`src/sv/mtt_pkg.sv`:
```
// ============================================================================
// mtt_pkg
// Shared types and constants of the timer table engine.
// ============================================================================
package mtt_pkg;

    localparam int DEF_NUM_TIMERS = 16;
    localparam int DEF_TICK_WIDTH = 32;
    localparam int MAX_REPORTS    = 16;
    localparam int REP_W          = $clog2(MAX_REPORTS + 1);
    localparam int QUEUE_DEPTH    = 2;

    localparam logic STATUS_OK  = 1'b0;
    localparam logic STATUS_ERR = 1'b1;

    typedef enum logic [3:0] {
        OP_TICK         = 4'd0,
        OP_INIT         = 4'd1,
        OP_START        = 4'd2,
        OP_STOP         = 4'd3,
        OP_DELETE       = 4'd4,
        OP_SET_PERIOD   = 4'd5,
        OP_SET_ONESHOT  = 4'd6,
        OP_SET_PERIODIC = 4'd7,
        OP_GET_PERIOD   = 4'd8,
        OP_GET_STATE    = 4'd9,
        OP_READ_TICK    = 4'd10
    } mtt_op_t;

    // decoded command; NOP covers unknown codes and indexes beyond the table
    typedef enum logic [3:0] {
        CODE_TICK,
        CODE_INIT,
        CODE_START,
        CODE_STOP,
        CODE_DELETE,
        CODE_SET_PERIOD,
        CODE_SET_ONESHOT,
        CODE_SET_PERIODIC,
        CODE_GET_PERIOD,
        CODE_GET_STATE,
        CODE_READ_TICK,
        CODE_NOP
    } mtt_code_t;

    typedef enum logic [1:0] {
        KIND_ACK       = 2'd0,
        KIND_EXPIRY    = 2'd1,
        KIND_IDLE_TICK = 2'd2
    } mtt_kind_t;

    typedef enum logic [1:0] {
        ST_IDLE,
        ST_CMD,
        ST_SCAN,
        ST_FIN
    } mtt_state_t;

    typedef struct packed {
        mtt_code_t   code;
        logic [3:0]  index;
        logic [31:0] value;
        logic        mode;
    } mtt_cmd_t;

endpackage

```
`src/sv/mtt_if.sv`:
```
// ============================================================================
// mtt_if
// Valid/ready channels of the timer table engine: command in, result out.
// ============================================================================
interface mtt_cmd_if;
    logic        valid;
    logic        ready;
    logic [3:0]  operation;
    logic [3:0]  timer_index;
    logic [31:0] value;
    logic        periodic_mode;

    modport source (output valid, operation, timer_index, value, periodic_mode,
                    input ready);
    modport sink   (input valid, operation, timer_index, value, periodic_mode,
                    output ready);
endinterface

interface mtt_res_if;
    logic        valid;
    logic        ready;
    logic [1:0]  kind;
    logic [3:0]  timer_index_res;
    logic [31:0] read_value;
    logic        status;
    logic        last;

    modport source (output valid, kind, timer_index_res, read_value, status, last,
                    input ready);
    modport sink   (input valid, kind, timer_index_res, read_value, status, last,
                    output ready);
endinterface

```
`src/sv/multi_timer_table_engine.sv`:
```
// ============================================================================
// multi_timer_table_engine
// Table of software timers driven by tick and command beats.
// ============================================================================
// Commands enter a two-entry queue and are carried out one at a time. A
// tick scans the table, reading one timer entry per cycle while the scan
// is not held, through the single read port of the period and deadline
// memories, so scan length grows with the table. A result stalled at the
// output holds the scan only when a further expiry has to be reported.
module multi_timer_table_engine
    import mtt_pkg::*;
#(
    parameter int NUM_TIMERS = DEF_NUM_TIMERS,
    parameter int TICK_WIDTH = DEF_TICK_WIDTH
)
(
    input  logic      clk,
    input  logic      rst_n,
    mtt_cmd_if.sink   cmd,
    mtt_res_if.source res
);

    logic     q_valid;
    mtt_cmd_t q_data;
    logic     q_pop;

    mtt_front #(
        .NUM_TIMERS (NUM_TIMERS)
    ) u_front (
        .clk     (clk),
        .rst_n   (rst_n),
        .cmd     (cmd),
        .q_valid (q_valid),
        .q_data  (q_data),
        .q_pop   (q_pop)
    );

    mtt_back #(
        .NUM_TIMERS (NUM_TIMERS),
        .TICK_WIDTH (TICK_WIDTH)
    ) u_back (
        .clk     (clk),
        .rst_n   (rst_n),
        .q_valid (q_valid),
        .q_data  (q_data),
        .q_pop   (q_pop),
        .res     (res)
    );

endmodule

```
`src/sv/mtt_front.sv`:
```
// ============================================================================
// mtt_front
// Accepts command beats, decodes them and holds them in a short queue.
// ============================================================================
module mtt_front
    import mtt_pkg::*;
#(
    parameter int NUM_TIMERS = DEF_NUM_TIMERS
)
(
    input  logic     clk,
    input  logic     rst_n,
    mtt_cmd_if.sink  cmd,
    output logic     q_valid,
    output mtt_cmd_t q_data,
    input  logic     q_pop
);

    localparam int PTR_W = (QUEUE_DEPTH > 1) ? $clog2(QUEUE_DEPTH) : 1;
    localparam int CNT_W = $clog2(QUEUE_DEPTH + 1);

    mtt_cmd_t           q_mem [QUEUE_DEPTH];
    logic [PTR_W-1:0]   wr_ptr_reg, wr_ptr_next;
    logic [PTR_W-1:0]   rd_ptr_reg, rd_ptr_next;
    logic [CNT_W-1:0]   count_reg, count_next;
    mtt_cmd_t           decoded;
    logic               in_range;
    logic               push;

    assign in_range = ({28'd0, cmd.timer_index} < 32'(NUM_TIMERS));

    always_comb
    begin
        decoded.index = cmd.timer_index;
        decoded.value = cmd.value;
        decoded.mode  = cmd.periodic_mode;
        case (cmd.operation)
            OP_TICK:         decoded.code = CODE_TICK;
            OP_READ_TICK:    decoded.code = CODE_READ_TICK;
            OP_INIT:         decoded.code = in_range ? CODE_INIT         : CODE_NOP;
            OP_START:        decoded.code = in_range ? CODE_START        : CODE_NOP;
            OP_STOP:         decoded.code = in_range ? CODE_STOP         : CODE_NOP;
            OP_DELETE:       decoded.code = in_range ? CODE_DELETE       : CODE_NOP;
            OP_SET_PERIOD:   decoded.code = in_range ? CODE_SET_PERIOD   : CODE_NOP;
            OP_SET_ONESHOT:  decoded.code = in_range ? CODE_SET_ONESHOT  : CODE_NOP;
            OP_SET_PERIODIC: decoded.code = in_range ? CODE_SET_PERIODIC : CODE_NOP;
            OP_GET_PERIOD:   decoded.code = in_range ? CODE_GET_PERIOD   : CODE_NOP;
            OP_GET_STATE:    decoded.code = in_range ? CODE_GET_STATE    : CODE_NOP;
            default:         decoded.code = CODE_NOP;
        endcase
    end

    assign cmd.ready = (count_reg != CNT_W'(QUEUE_DEPTH));
    assign push      = cmd.valid && cmd.ready;
    assign q_valid   = (count_reg != '0);
    assign q_data    = q_mem[rd_ptr_reg];

    always_comb
    begin
        wr_ptr_next = wr_ptr_reg;
        rd_ptr_next = rd_ptr_reg;
        count_next  = count_reg;
        if (push)
        begin
            wr_ptr_next = (wr_ptr_reg == PTR_W'(QUEUE_DEPTH - 1)) ? '0 : wr_ptr_reg + 1'b1;
        end
        if (q_pop)
        begin
            rd_ptr_next = (rd_ptr_reg == PTR_W'(QUEUE_DEPTH - 1)) ? '0 : rd_ptr_reg + 1'b1;
        end
        if (push && !q_pop)
        begin
            count_next = count_reg + 1'b1;
        end
        else if (q_pop && !push)
        begin
            count_next = count_reg - 1'b1;
        end
    end

    always_ff @(posedge clk or negedge rst_n)
    begin
        if (!rst_n)
        begin
            wr_ptr_reg <= '0;
            rd_ptr_reg <= '0;
            count_reg  <= '0;
        end
        else
        begin
            wr_ptr_reg <= wr_ptr_next;
            rd_ptr_reg <= rd_ptr_next;
            count_reg  <= count_next;
        end
    end

    always_ff @(posedge clk)
    begin
        if (push)
        begin
            q_mem[wr_ptr_reg] <= decoded;
        end
    end

endmodule

```
`src/sv/mtt_back.sv`:
```
// ============================================================================
// mtt_back
// Executes queued commands against the timer table and scans it on ticks.
// ============================================================================
module mtt_back
    import mtt_pkg::*;
#(
    parameter int NUM_TIMERS = DEF_NUM_TIMERS,
    parameter int TICK_WIDTH = DEF_TICK_WIDTH
)
(
    input  logic      clk,
    input  logic      rst_n,
    input  logic      q_valid,
    input  mtt_cmd_t  q_data,
    output logic      q_pop,
    mtt_res_if.source res
);

    localparam int IDX_W = (NUM_TIMERS > 1) ? $clog2(NUM_TIMERS) : 1;
    localparam int CNT_W = $clog2(NUM_TIMERS + 1);

    mtt_state_t             state_reg, state_next;
    mtt_cmd_t               cmd_reg, cmd_next;
    logic [TICK_WIDTH-1:0]  tick_reg, tick_next;
    logic [NUM_TIMERS-1:0]  active_reg, active_next;
    logic [NUM_TIMERS-1:0]  periodic_reg, periodic_next;
    logic [NUM_TIMERS-1:0]  armed_reg, armed_next;

    logic [TICK_WIDTH-1:0]  period_mem   [NUM_TIMERS];
    logic [TICK_WIDTH-1:0]  deadline_mem [NUM_TIMERS];
    logic [TICK_WIDTH-1:0]  rd_period_reg;
    logic [TICK_WIDTH-1:0]  rd_deadline_reg;
    logic                   rd_en;
    logic [IDX_W-1:0]       rd_addr;
    logic                   per_we;
    logic [TICK_WIDTH-1:0]  per_wdata;
    logic                   dl_we;
    logic [IDX_W-1:0]       dl_waddr;
    logic [TICK_WIDTH-1:0]  dl_wdata;

    logic [CNT_W-1:0]       issue_reg, issue_next;
    logic                   eval_valid_reg, eval_valid_next;
    logic [IDX_W-1:0]       eval_idx_reg, eval_idx_next;
    logic                   pend_valid_reg, pend_valid_next;
    logic [IDX_W-1:0]       pend_idx_reg, pend_idx_next;
    logic [REP_W-1:0]       rep_cnt_reg, rep_cnt_next;

    logic                   out_valid_reg, out_valid_next;
    mtt_kind_t              out_kind_reg, out_kind_next;
    logic [3:0]             out_idx_reg, out_idx_next;
    logic [31:0]            out_rv_reg, out_rv_next;
    logic                   out_st_reg, out_st_next;
    logic                   out_last_reg, out_last_next;

    logic                   out_free;
    logic [IDX_W-1:0]       cmd_addr;
    logic [TICK_WIDTH-1:0]  start_sum;
    logic                   hit;
    logic                   report;
    logic                   stall;
    logic                   scan_done;

    assign out_free  = !out_valid_reg || res.ready;
    assign cmd_addr  = IDX_W'(cmd_reg.index);
    assign start_sum = tick_reg + rd_period_reg;
    assign hit       = eval_valid_reg && armed_reg[eval_idx_reg]
                       && (tick_reg >= rd_deadline_reg);
    assign report    = hit && active_reg[eval_idx_reg]
                       && (rep_cnt_reg < REP_W'(MAX_REPORTS));
    assign stall     = report && pend_valid_reg && !out_free;
    assign scan_done = !eval_valid_reg && (issue_reg == CNT_W'(NUM_TIMERS));

    // next state
    always_comb
    begin
        state_next = state_reg;
        case (state_reg)
            ST_IDLE:
            begin
                if (q_valid)
                begin
                    state_next = (q_data.code == CODE_TICK) ? ST_SCAN : ST_CMD;
                end
            end
            ST_CMD:
            begin
                if (out_free)
                begin
                    state_next = ST_IDLE;
                end
            end
            ST_SCAN:
            begin
                if (scan_done)
                begin
                    state_next = ST_FIN;
                end
            end
            ST_FIN:
            begin
                if (out_free)
                begin
                    state_next = ST_IDLE;
                end
            end
            default: state_next = ST_IDLE;
        endcase
    end

    // datapath and outputs
    always_comb
    begin
        cmd_next        = cmd_reg;
        tick_next       = tick_reg;
        active_next     = active_reg;
        periodic_next   = periodic_reg;
        armed_next      = armed_reg;
        issue_next      = issue_reg;
        eval_valid_next = eval_valid_reg;
        eval_idx_next   = eval_idx_reg;
        pend_valid_next = pend_valid_reg;
        pend_idx_next   = pend_idx_reg;
        rep_cnt_next    = rep_cnt_reg;
        out_valid_next  = out_valid_reg && !res.ready;
        out_kind_next   = out_kind_reg;
        out_idx_next    = out_idx_reg;
        out_rv_next     = out_rv_reg;
        out_st_next     = out_st_reg;
        out_last_next   = out_last_reg;
        q_pop           = 1'b0;
        rd_en           = 1'b0;
        rd_addr         = '0;
        per_we          = 1'b0;
        per_wdata       = TICK_WIDTH'(cmd_reg.value);
        dl_we           = 1'b0;
        dl_waddr        = cmd_addr;
        dl_wdata        = '0;

        case (state_reg)
            ST_IDLE:
            begin
                if (q_valid)
                begin
                    q_pop    = 1'b1;
                    cmd_next = q_data;
                    if (q_data.code == CODE_TICK)
                    begin
                        tick_next       = tick_reg + 1'b1;
                        issue_next      = '0;
                        eval_valid_next = 1'b0;
                        pend_valid_next = 1'b0;
                        rep_cnt_next    = '0;
                    end
                    else
                    begin
                        rd_en   = 1'b1;
                        rd_addr = IDX_W'(q_data.index);
                    end
                end
            end
            ST_CMD:
            begin
                if (out_free)
                begin
                    out_valid_next = 1'b1;
                    out_kind_next  = KIND_ACK;
                    out_idx_next   = cmd_reg.index;
                    out_rv_next    = '0;
                    out_st_next    = STATUS_OK;
                    out_last_next  = 1'b1;
                    case (cmd_reg.code)
                        CODE_INIT:
                        begin
                            per_we                  = 1'b1;
                            dl_we                   = 1'b1;
                            dl_wdata                = '0;
                            periodic_next[cmd_addr] = cmd_reg.mode;
                            active_next[cmd_addr]   = 1'b0;
                            armed_next[cmd_addr]    = 1'b0;
                        end
                        CODE_START:
                        begin
                            dl_we                 = 1'b1;
                            dl_wdata              = start_sum;
                            active_next[cmd_addr] = 1'b1;
                            armed_next[cmd_addr]  = 1'b1;
                        end
                        CODE_STOP:
                        begin
                            if (!active_reg[cmd_addr])
                            begin
                                out_st_next = STATUS_ERR;
                            end
                            else
                            begin
                                active_next[cmd_addr] = 1'b0;
                                armed_next[cmd_addr]  = 1'b0;
                            end
                        end
                        CODE_DELETE:
                        begin
                            active_next[cmd_addr] = 1'b0;
                            armed_next[cmd_addr]  = 1'b0;
                        end
                        CODE_SET_PERIOD:   per_we = 1'b1;
                        CODE_SET_ONESHOT:  periodic_next[cmd_addr] = 1'b0;
                        CODE_SET_PERIODIC: periodic_next[cmd_addr] = 1'b1;
                        CODE_GET_PERIOD:   out_rv_next = 32'(rd_period_reg);
                        CODE_GET_STATE:    out_rv_next = 32'(active_reg[cmd_addr]);
                        CODE_READ_TICK:    out_rv_next = 32'(tick_reg);
                        default:           out_rv_next = '0;
                    endcase
                end
            end
            ST_SCAN:
            begin
                if (!stall)
                begin
                    if (hit)
                    begin
                        if (periodic_reg[eval_idx_reg])
                        begin
                            dl_we                     = 1'b1;
                            dl_waddr                  = eval_idx_reg;
                            dl_wdata                  = start_sum;
                            active_next[eval_idx_reg] = 1'b1;
                        end
                        else
                        begin
                            active_next[eval_idx_reg] = 1'b0;
                        end
                    end
                    // the held expiry is known not to be last once another one shows up
                    if (report)
                    begin
                        if (pend_valid_reg)
                        begin
                            out_valid_next = 1'b1;
                            out_kind_next  = KIND_EXPIRY;
                            out_idx_next   = 4'(pend_idx_reg);
                            out_rv_next    = '0;
                            out_st_next    = STATUS_OK;
                            out_last_next  = 1'b0;
                        end
                        pend_valid_next = 1'b1;
                        pend_idx_next   = eval_idx_reg;
                        rep_cnt_next    = rep_cnt_reg + 1'b1;
                    end
                    if (issue_reg != CNT_W'(NUM_TIMERS))
                    begin
                        rd_en           = 1'b1;
                        rd_addr         = issue_reg[IDX_W-1:0];
                        eval_valid_next = 1'b1;
                        eval_idx_next   = issue_reg[IDX_W-1:0];
                        issue_next      = issue_reg + 1'b1;
                    end
                    else
                    begin
                        eval_valid_next = 1'b0;
                    end
                end
            end
            ST_FIN:
            begin
                if (out_free)
                begin
                    out_valid_next  = 1'b1;
                    out_kind_next   = pend_valid_reg ? KIND_EXPIRY : KIND_IDLE_TICK;
                    out_idx_next    = pend_valid_reg ? 4'(pend_idx_reg) : 4'd0;
                    out_rv_next     = '0;
                    out_st_next     = STATUS_OK;
                    out_last_next   = 1'b1;
                    pend_valid_next = 1'b0;
                end
            end
            default:
            begin
                out_valid_next = 1'b0;
            end
        endcase
    end

    always_ff @(posedge clk or negedge rst_n)
    begin
        if (!rst_n)
        begin
            state_reg      <= ST_IDLE;
            tick_reg       <= '0;
            active_reg     <= '0;
            periodic_reg   <= '0;
            armed_reg      <= '0;
            issue_reg      <= '0;
            eval_valid_reg <= 1'b0;
            pend_valid_reg <= 1'b0;
            rep_cnt_reg    <= '0;
            out_valid_reg  <= 1'b0;
        end
        else
        begin
            state_reg      <= state_next;
            tick_reg       <= tick_next;
            active_reg     <= active_next;
            periodic_reg   <= periodic_next;
            armed_reg      <= armed_next;
            issue_reg      <= issue_next;
            eval_valid_reg <= eval_valid_next;
            pend_valid_reg <= pend_valid_next;
            rep_cnt_reg    <= rep_cnt_next;
            out_valid_reg  <= out_valid_next;
        end
    end

    always_ff @(posedge clk)
    begin
        cmd_reg       <= cmd_next;
        eval_idx_reg  <= eval_idx_next;
        pend_idx_reg  <= pend_idx_next;
        out_kind_reg  <= out_kind_next;
        out_idx_reg   <= out_idx_next;
        out_rv_reg    <= out_rv_next;
        out_st_reg    <= out_st_next;
        out_last_reg  <= out_last_next;
    end

    always_ff @(posedge clk)
    begin
        if (per_we)
        begin
            period_mem[cmd_addr] <= per_wdata;
        end
        if (dl_we)
        begin
            deadline_mem[dl_waddr] <= dl_wdata;
        end
        if (rd_en)
        begin
            rd_period_reg   <= period_mem[rd_addr];
            rd_deadline_reg <= deadline_mem[rd_addr];
        end
    end

    assign res.valid           = out_valid_reg;
    assign res.kind            = out_kind_reg;
    assign res.timer_index_res = out_idx_reg;
    assign res.read_value      = out_rv_reg;
    assign res.status          = out_st_reg;
    assign res.last            = out_last_reg;

`ifndef NO_ASSERTIONS
    a_tick_step: assert property (@(posedge clk) disable iff (!rst_n)
        (state_reg == ST_IDLE && q_valid && q_data.code == CODE_TICK)
        |=> (tick_reg == TICK_WIDTH'($past(tick_reg) + 1'b1)))
        else $error("tick counter did not advance by one");

    a_eval_in_scan: assert property (@(posedge clk) disable iff (!rst_n)
        eval_valid_reg |-> (state_reg == ST_SCAN))
        else $error("scan entry pending outside scan");

    a_pend_counted: assert property (@(posedge clk) disable iff (!rst_n)
        pend_valid_reg |-> (rep_cnt_reg != '0 && rep_cnt_reg <= REP_W'(MAX_REPORTS)))
        else $error("held expiry without report count");

    a_fin_clears: assert property (@(posedge clk) disable iff (!rst_n)
        (state_reg == ST_FIN && out_free) |=> (!pend_valid_reg && out_valid_reg && out_last_reg))
        else $error("tick finished without a closing beat");
`endif

endmodule

```
`src/flat_wrapper.sv`:
```
// flat-port wrapper written by rule: the top's interface ports become plain ports
module multi_timer_table_engine_flat import mtt_pkg::*;
#(
    parameter int NUM_TIMERS = DEF_NUM_TIMERS,
    parameter int TICK_WIDTH = DEF_TICK_WIDTH
)
  (clk, rst_n, cmd_valid, cmd_operation, cmd_timer_index, cmd_value, cmd_periodic_mode, cmd_ready, res_valid, res_kind, res_timer_index_res, res_read_value, res_status, res_last, res_ready);
  mtt_cmd_if cmd_i ();
  mtt_res_if res_i ();
  input  logic clk;
  input  logic rst_n;
  input wire logic [$bits(cmd_i.valid)-1:0] cmd_valid;
  input wire logic [$bits(cmd_i.operation)-1:0] cmd_operation;
  input wire logic [$bits(cmd_i.timer_index)-1:0] cmd_timer_index;
  input wire logic [$bits(cmd_i.value)-1:0] cmd_value;
  input wire logic [$bits(cmd_i.periodic_mode)-1:0] cmd_periodic_mode;
  output wire logic [$bits(cmd_i.ready)-1:0] cmd_ready;
  output wire logic [$bits(res_i.valid)-1:0] res_valid;
  output wire logic [$bits(res_i.kind)-1:0] res_kind;
  output wire logic [$bits(res_i.timer_index_res)-1:0] res_timer_index_res;
  output wire logic [$bits(res_i.read_value)-1:0] res_read_value;
  output wire logic [$bits(res_i.status)-1:0] res_status;
  output wire logic [$bits(res_i.last)-1:0] res_last;
  input wire logic [$bits(res_i.ready)-1:0] res_ready;
  assign cmd_i.valid = cmd_valid;
  assign cmd_i.operation = cmd_operation;
  assign cmd_i.timer_index = cmd_timer_index;
  assign cmd_i.value = cmd_value;
  assign cmd_i.periodic_mode = cmd_periodic_mode;
  assign cmd_ready = cmd_i.ready;
  assign res_valid = res_i.valid;
  assign res_kind = res_i.kind;
  assign res_timer_index_res = res_i.timer_index_res;
  assign res_read_value = res_i.read_value;
  assign res_status = res_i.status;
  assign res_last = res_i.last;
  assign res_i.ready = res_ready;
  multi_timer_table_engine #(.NUM_TIMERS(NUM_TIMERS), .TICK_WIDTH(TICK_WIDTH)) u_core (.clk(clk), .rst_n(rst_n), .cmd(cmd_i), .res(res_i));
endmodule
```
`config.mk`:
```
export PLATFORM = sky130hd
export DESIGN_NAME = multi_timer_table_engine_flat
export DESIGN_NICKNAME = d
export VERILOG_FILES = /design/src/sv/mtt_pkg.sv /design/src/sv/mtt_if.sv /design/src/sv/multi_timer_table_engine.sv /design/src/sv/mtt_front.sv /design/src/sv/mtt_back.sv /design/src/flat_wrapper.sv
export SDC_FILE = /design/constraint.sdc
export NUM_CORES = 2
export LEC_CHECK = 0
export ABC_AREA = 1
export BUFFER_PORTS_ARGS = -buffer_cell sky130_fd_sc_hd__buf_2
export CORE_ASPECT_RATIO = 0.5
export CORE_MARGIN = 2
export CORE_UTILIZATION = 46
export DETAILED_ROUTE_END_ITERATION = 10
export PLACE_DENSITY = 0.63
export SLEW_MARGIN = 20
export SYNTH_ARGS = -nofsm -noshare
export SYNTH_HDL_FRONTEND = slang
export SYNTH_SLANG_ARGS = --single-unit
```
`constraint.sdc`:
```
create_clock -name clk -period 9.7 [get_ports clk]
set_input_delay 1.455 -clock clk [delete_from_list [all_inputs] [get_ports clk]]
set_output_delay 1.455 -clock clk [all_outputs]
set_load 0.02 [all_outputs]
```
Yosys cells after proc, flatten, opt, wreduce, memory -nomap -nowiden
Memory sizes are Yosys's and may differ from the RTL's. A register that Yosys moved wholly into a read port is not among the register bits.
Index checks and enable logic that the tools add are counted.
{"block": "totals", "ramBits": 1106, "ff_bits": 188, "n_memories": 3, "output_inout_bits": 42}
{"name": "u_core.u_back.deadline_mem", "depth": 16, "width": 32, "rd": 1, "rd_clocked_by_memory_dff": 1, "wr": 1, "line_no": "mtt_back.sv:31", "rtl": "logic [TICK_WIDTH-1:0] deadline_mem [NUM_TIMERS];"}
{"name": "u_core.u_back.period_mem", "depth": 16, "width": 32, "rd": 1, "rd_clocked_by_memory_dff": 1, "wr": 1, "line_no": "mtt_back.sv:30", "rtl": "logic [TICK_WIDTH-1:0] period_mem [NUM_TIMERS];"}
{"name": "u_core.u_front.q_mem", "depth": 2, "width": 41, "rd": 1, "rd_clocked_by_memory_dff": 0, "wr": 1, "line_no": "mtt_front.sv:22", "rtl": "mtt_cmd_t q_mem [QUEUE_DEPTH];"}
{"block": "classes", "muxes": 120, "add_sub_neg": 8, "n_lt_le_gt_ge": 6, "bitwise_logic": 11, "eq_ne": 40, "n_reduce_logical": 50}
{"cell": "$mux W32", "count": 10}
{"cell": "$pmux W32 S3", "count": 2}
{"cell": "$pmux W16 S3", "count": 3}
{"cell": "$mux W16", "count": 6}
{"cell": "$and A16 B16 Y16", "count": 4}
{"cell": "$or A16 B16 Y16", "count": 4}
{"cell": "$pmux W32 S2", "count": 1}
{"cell": "$mux W4", "count": 14}
{"cell": "$mux W1", "count": 45}
{"cell": "$pmux W4 S11", "count": 1}
{"cell": "$add A32 B1 Y32 const B", "count": 1}
{"cell": "$add A32 B32 Y32", "count": 1}
{"cell": "$eq A4 B3 Y1 const B", "count": 8}
{"cell": "$ge A32 B32 Y1", "count": 1}
{"cell": "$not A16 Y16", "count": 2}
{"cell": "$pmux W16 S2", "count": 1}
{"cell": "$mux W5", "count": 6}
{"cell": "$eq A4 B4 Y1 const B", "count": 6}
{"cell": "$mux W2", "count": 11}
{"cell": "$ne A2 B2 Y1 const B", "count": 11}
{"cell": "$pmux W5 S2", "count": 2}
{"cell": "$reduce_and A6 Y1", "count": 3}
{"cell": "$bmux W1 S4", "count": 4}
{"cell": "$bwmux W16", "count": 1}
{"cell": "35 further kinds", "count": 87}

Depth between registers and ports, before layout
{"block": "logic_depth", "ltp_word": 12, "mapped_depth": 25, "ltp_nobuf": 22}

By module
From an unflattened synthesis, not the netlist that was laid out.
{"block": "hier_totals", "cells_unflattened": 5621, "area_unflattened_um2": 60650.7}
{"module": "mtt_back", "area_per_inst_um2": 57248.7, "cells_each": 5461, "instances": 1}
{"module": "mtt_front", "area_per_inst_um2": 3402.0, "cells_each": 160, "instances": 1}

Worst setup path after synthesis
No wires, ideal clock.
{"block": "synth_path", "path_kind": "input -> register", "from": "input res_ready", "to": "register u_core.u_back.out_kind_reg[0], in the netlist u_core.u_back.res.kind[0] (enable)", "n_path_buf": 0, "t_arrival_ns": 7.959, "setup_slack_ns": 1.096, "setup_ns": 0.645, "stages": 6, "required_time_ns": 9.055, "path_cell_list": "nor2_1 > inv_1 > nor2_1 > nand2_1 > inv_1 > a2111oi_0"}
{"block": "synth_between", "elab_chain_cells": 5}
{"element": "start: declaration", "line_no": "flat_wrapper.sv:24", "rtl": "input wire logic [$bits(res_i.ready)-1:0] res_ready;"}
{"element": "$logic_or A1 B1 Y1 *", "line_no": "mtt_back.sv:64", "rtl": "assign out_free = !out_valid_reg || res.ready;"}
{"element": "$logic_not A1 Y1", "line_no": "mtt_back.sv:71", "rtl": "assign stall = report && pend_valid_reg && !out_free;"}
{"element": "$logic_and A1 B1 Y1", "line_no": "mtt_back.sv:71"}
{"element": "$ne A2 B2 Y1 (no source line)"}
{"element": "$reduce_and A6 Y1 (no source line) *"}
{"element": "end signal: assignment", "line_no": "mtt_back.sv:319", "rtl": "out_kind_reg <= out_kind_next;"}
{"element": "end: declaration", "line_no": "mtt_back.sv:50", "rtl": "mtt_kind_t out_kind_reg, out_kind_next;"}
Every way passes the cells marked *; elsewhere a longest branch is shown, timed or not.
A chain may end at the register's enable or synchronous reset.

==> metrics.md <==
| Metric | Value |
|---|---|
| Drt via density | `5.629` |
| R2R setup slack | `4.30 ns` |
| Leakage | `0.02598 uW` |
| Worst Path Arrival | `5.81 ns` |
| Num rows | `93` |
| Initial antenna violation count | `6` |
| Largest net degree at the start of global routing | `233` |
| Top cell type's share of synthesized area | `62.59%` |
| Gpl congestion | `0.9605` |
| Crit Path Category | `reg -> reg` |
| DP HPWL | `87700 microns` |
| Register area share after synthesis | `66.69%` |
| Slew Limit Headroom | `22.57%` |
| Achievable frequency | `185.0 MHz` |
| Layout Utilization | `51.29%` |
| Post-route ant nets | `0` |
| Die Ht | `260.2 microns` |
| Power Density | `302.7 nW/um^2` |
| Max Buffers Root-to-Sink | `3` |
| Minimum clock period | `5.405 ns` |
| R2r worst-path depth | `15` |
| Reg2Reg Capture Point | `u_core.u_back.rd_deadline_reg[21]$_DFFE_PP_` |
| Worst VDD drop | `0.2932 mV` |
| Layout area overhead | `9.969%` |
| Final Cell Area | `66430 sq um` |
| Wire per inst | `22.62 microns` |
| Setup-failing EPs final | `0` |
| Final hold vios | `0` |
| Most used routing layer in global routing | `met2` |
| Setup Buffers After CTS | `0` |
| CP startpoint kind | `register` |
| Clock edge transition at the registers on the reported setup and hold paths | `0.07 ns` |
| Crit path capture | `u_core.u_back.rd_deadline_reg[21]$_DFFE_PP_` |
| EDFF count, synth | `1259` |
| GR Util All Layers | `24.84%` |
| Synth Cell Area | `60410 sq um` |
| WHS | `0.5017 ns` |
| Synth area leaders | `edfxtp_1, nand3_1, nand2_1, dfrtp_1, inv_1` |
| DRC | `0` |
| I/O Pins | `87` |
| Routed vias | `41880` |
| Grt total ovfl | `0` |
| Core Area | `129500 sq um` |
| Placed insts | `7213` |
| Final Skew | `0.03643 ns` |
| Root Buffer | `clkbuf_16` |
| Layout cells sized above 1 | `7.779%` |
| Largest registers | `u_core.u_back.deadline_mem (512), u_core.u_back.period_mem (512), u_core.u_front.q_mem (82)` |
| Port buffer count | `86` |
| Distinct cells, synth | `50` |
| Syn Nets | `5730` |
| Max Transition Viols Final | `0` |
| Worst EP required | `10.10 ns` |
| Met3 global-route usage | `3.776%` |
| CTS sink count | `1358` |
| Status | `complete, no violations` |
| Top FF cell, synth | `edfxtp_1` |
| Die W | `516.5 microns` |
| GRT met1 Usage | `34.67%` |
| Dpl cell area | `62510 sq um` |
| CTS Hold Bufs | `0` |
| Largest driver fanout on the critical path | `120` |
| Worst hold path type | `reg -> reg` |
| Worst-Skew Late Latency | `0.75 ns` |
| Mapped Cells | `5611` |
| Max_cap viols | `0` |
| Most frequent cell after synthesis | `nand2_1` |
| RSZ-0062 raised after global routing | `no` |
| R2r startpoint | `u_core.u_front.rd_ptr_reg$_DFFE_PN0P_` |
| Initial Util | `46.64%` |
| Nets | `5698` |
| Crit. End Element | `register` |
| Starting DRT DRC Count | `5206` |
| Slew @ Worst Pin | `1.157 ns` |
| Final wirelength | `168300 microns` |
| CTS tree | `done` |
| Top post-synthesis cells by count | `nand2_1, edfxtp_1, nand3_1` |
| Post-route setup TNS | `0 ns` |
| Worst Setup SP | `u_core.u_front.rd_ptr_reg$_DFFE_PN0P_` |
| Met2 Resource Use GR | `40.00%` |
| Final period util | `55.72%` |
| Dominant cell type by area after synthesis | `edfxtp_1` |
| Asr flop ratio synth | `7.290%` |
| Synth warnings | `0` |
| Mapped Avg Cell Area | `10.77 sq um` |
| Post-cts resize count | `0` |
| Non-Filler Instances | `7440` |
| #FFs+latches synth | `1358` |
| Number of CTS-inserted buffers | `120` |
| Global-route wire length before repair | `250400 microns` |
| H-tree levels | `3` |
| Die ar. | `134400 sq um` |
| Vias in the first global route | `39690` |
| Detailed-router iteration count before antenna repair | `6` |
-- routing by layer --
| metal | vias up | part of all wire (%) |
|---|---|---|
| met1 | 20540 | 42 |
| met3 | 322 | 8.2 |
| met2 | 1829 | 46 |
| met5 | - | 0.0042 |
| met4 | 2 | 3.1 |
| li1 | 19190 | - |
-- critical path, cell delays in order, from the launching register on --
cell,delay (ns)
dfrtp_2,0.49
o21ai_0,0.49
nor2_1,0.09
nand2_1,0.29
inv_1,0.10
nor2_1,0.10
inv_1,0.10
nor2_2,0.28
nand2_8,0.45
nand2_8,0.87
buf_4,0.96
nand2_1,0.10
nand3_1,0.11
nand3_1,0.09
nand3_1,0.16
nand2_1,0.23
-- stage by stage --
step / worst slack [ns] / power [uW]
floorplan: 1.096 / 12900
CTS: 4.225 / 20090
global route: 3.885 / 21180
detailed placement: 4.263 / 15340
finish: 4.295 / 20110
global placement: 4.377 / 15230
-- kinds of logic after synthesis --
logic type | synth area share (%)
muxes | 0.6897
and+or+nand+nor | 21.56
adders and majority gates | 1.545
xor gates and xnor gates | 0.9424
AOI/OAI and AO/OA | 2.664
buffers and inverters | 5.909
DFF | 66.69
-- report_power, final --
part / internal, uW / switching [uW]
clock: 2630 / 2160
sequential: 7530 / 666
combinational: 1920 / 5210
total: 12100 / 8030
-- how the worst min path moves through the flow --
stage                                                  startpoint                                 endpoint  slack (ns)  cells after the start
after global placement                                   register                                 register        0.48                      2
final                     u_core.u_front.count_reg[0]$_DFFE_PN0P_  u_core.u_front.count_reg[0]$_DFFE_PN0P_        0.50                      1
after CTS                                                register                                 register        0.50                      2
after detailed placement                                 register                                 register        0.49                      2
after floorplan           u_core.u_back.eval_idx_reg[1]$_DFFE_PP_  u_core.u_back.pend_idx_reg[1]$_DFFE_PP_        0.43                      0
after global routing                                     register                                 register        0.53                      2
-- placed cells by master, fill, tap and decap left out, types with 6 or more instances in the layout --
cell type	count
mux2_2	37
nand3_1	1126
inv_1	546
clkinv_2	24
dfrtp_1	98
o21a_1	7
o31ai_1	6
a31oi_1	9
xnor2_1	27
nor3_2	17
nand2_1	1418
clkinv_1	26
o22ai_1	30
ha_1	73
buf_4	67
nor3_1	25
buf_12	6
bufinv_16	9
nor2_1	148
o21ai_0	97
nor2_2	8
a21oi_1	112
xor2_1	38
nor2_4	22
clkbuf_1	25
nand4_1	15
buf_2	85
edfxtp_1	1259
nand3b_1	128
clkbuf_16	125
-- cell type report --
class,count,area [sq um]
tap,1757,2198
timing repair buffer,160,1087
inverter,552,2086
multi-input combinational,3387,16880
fill,11220,63080
clock inverter,70,594.3
antenna,1,2.502
clock buffer,155,3291
sequential,1358,40280
Power figures use the tool's default switching activity.
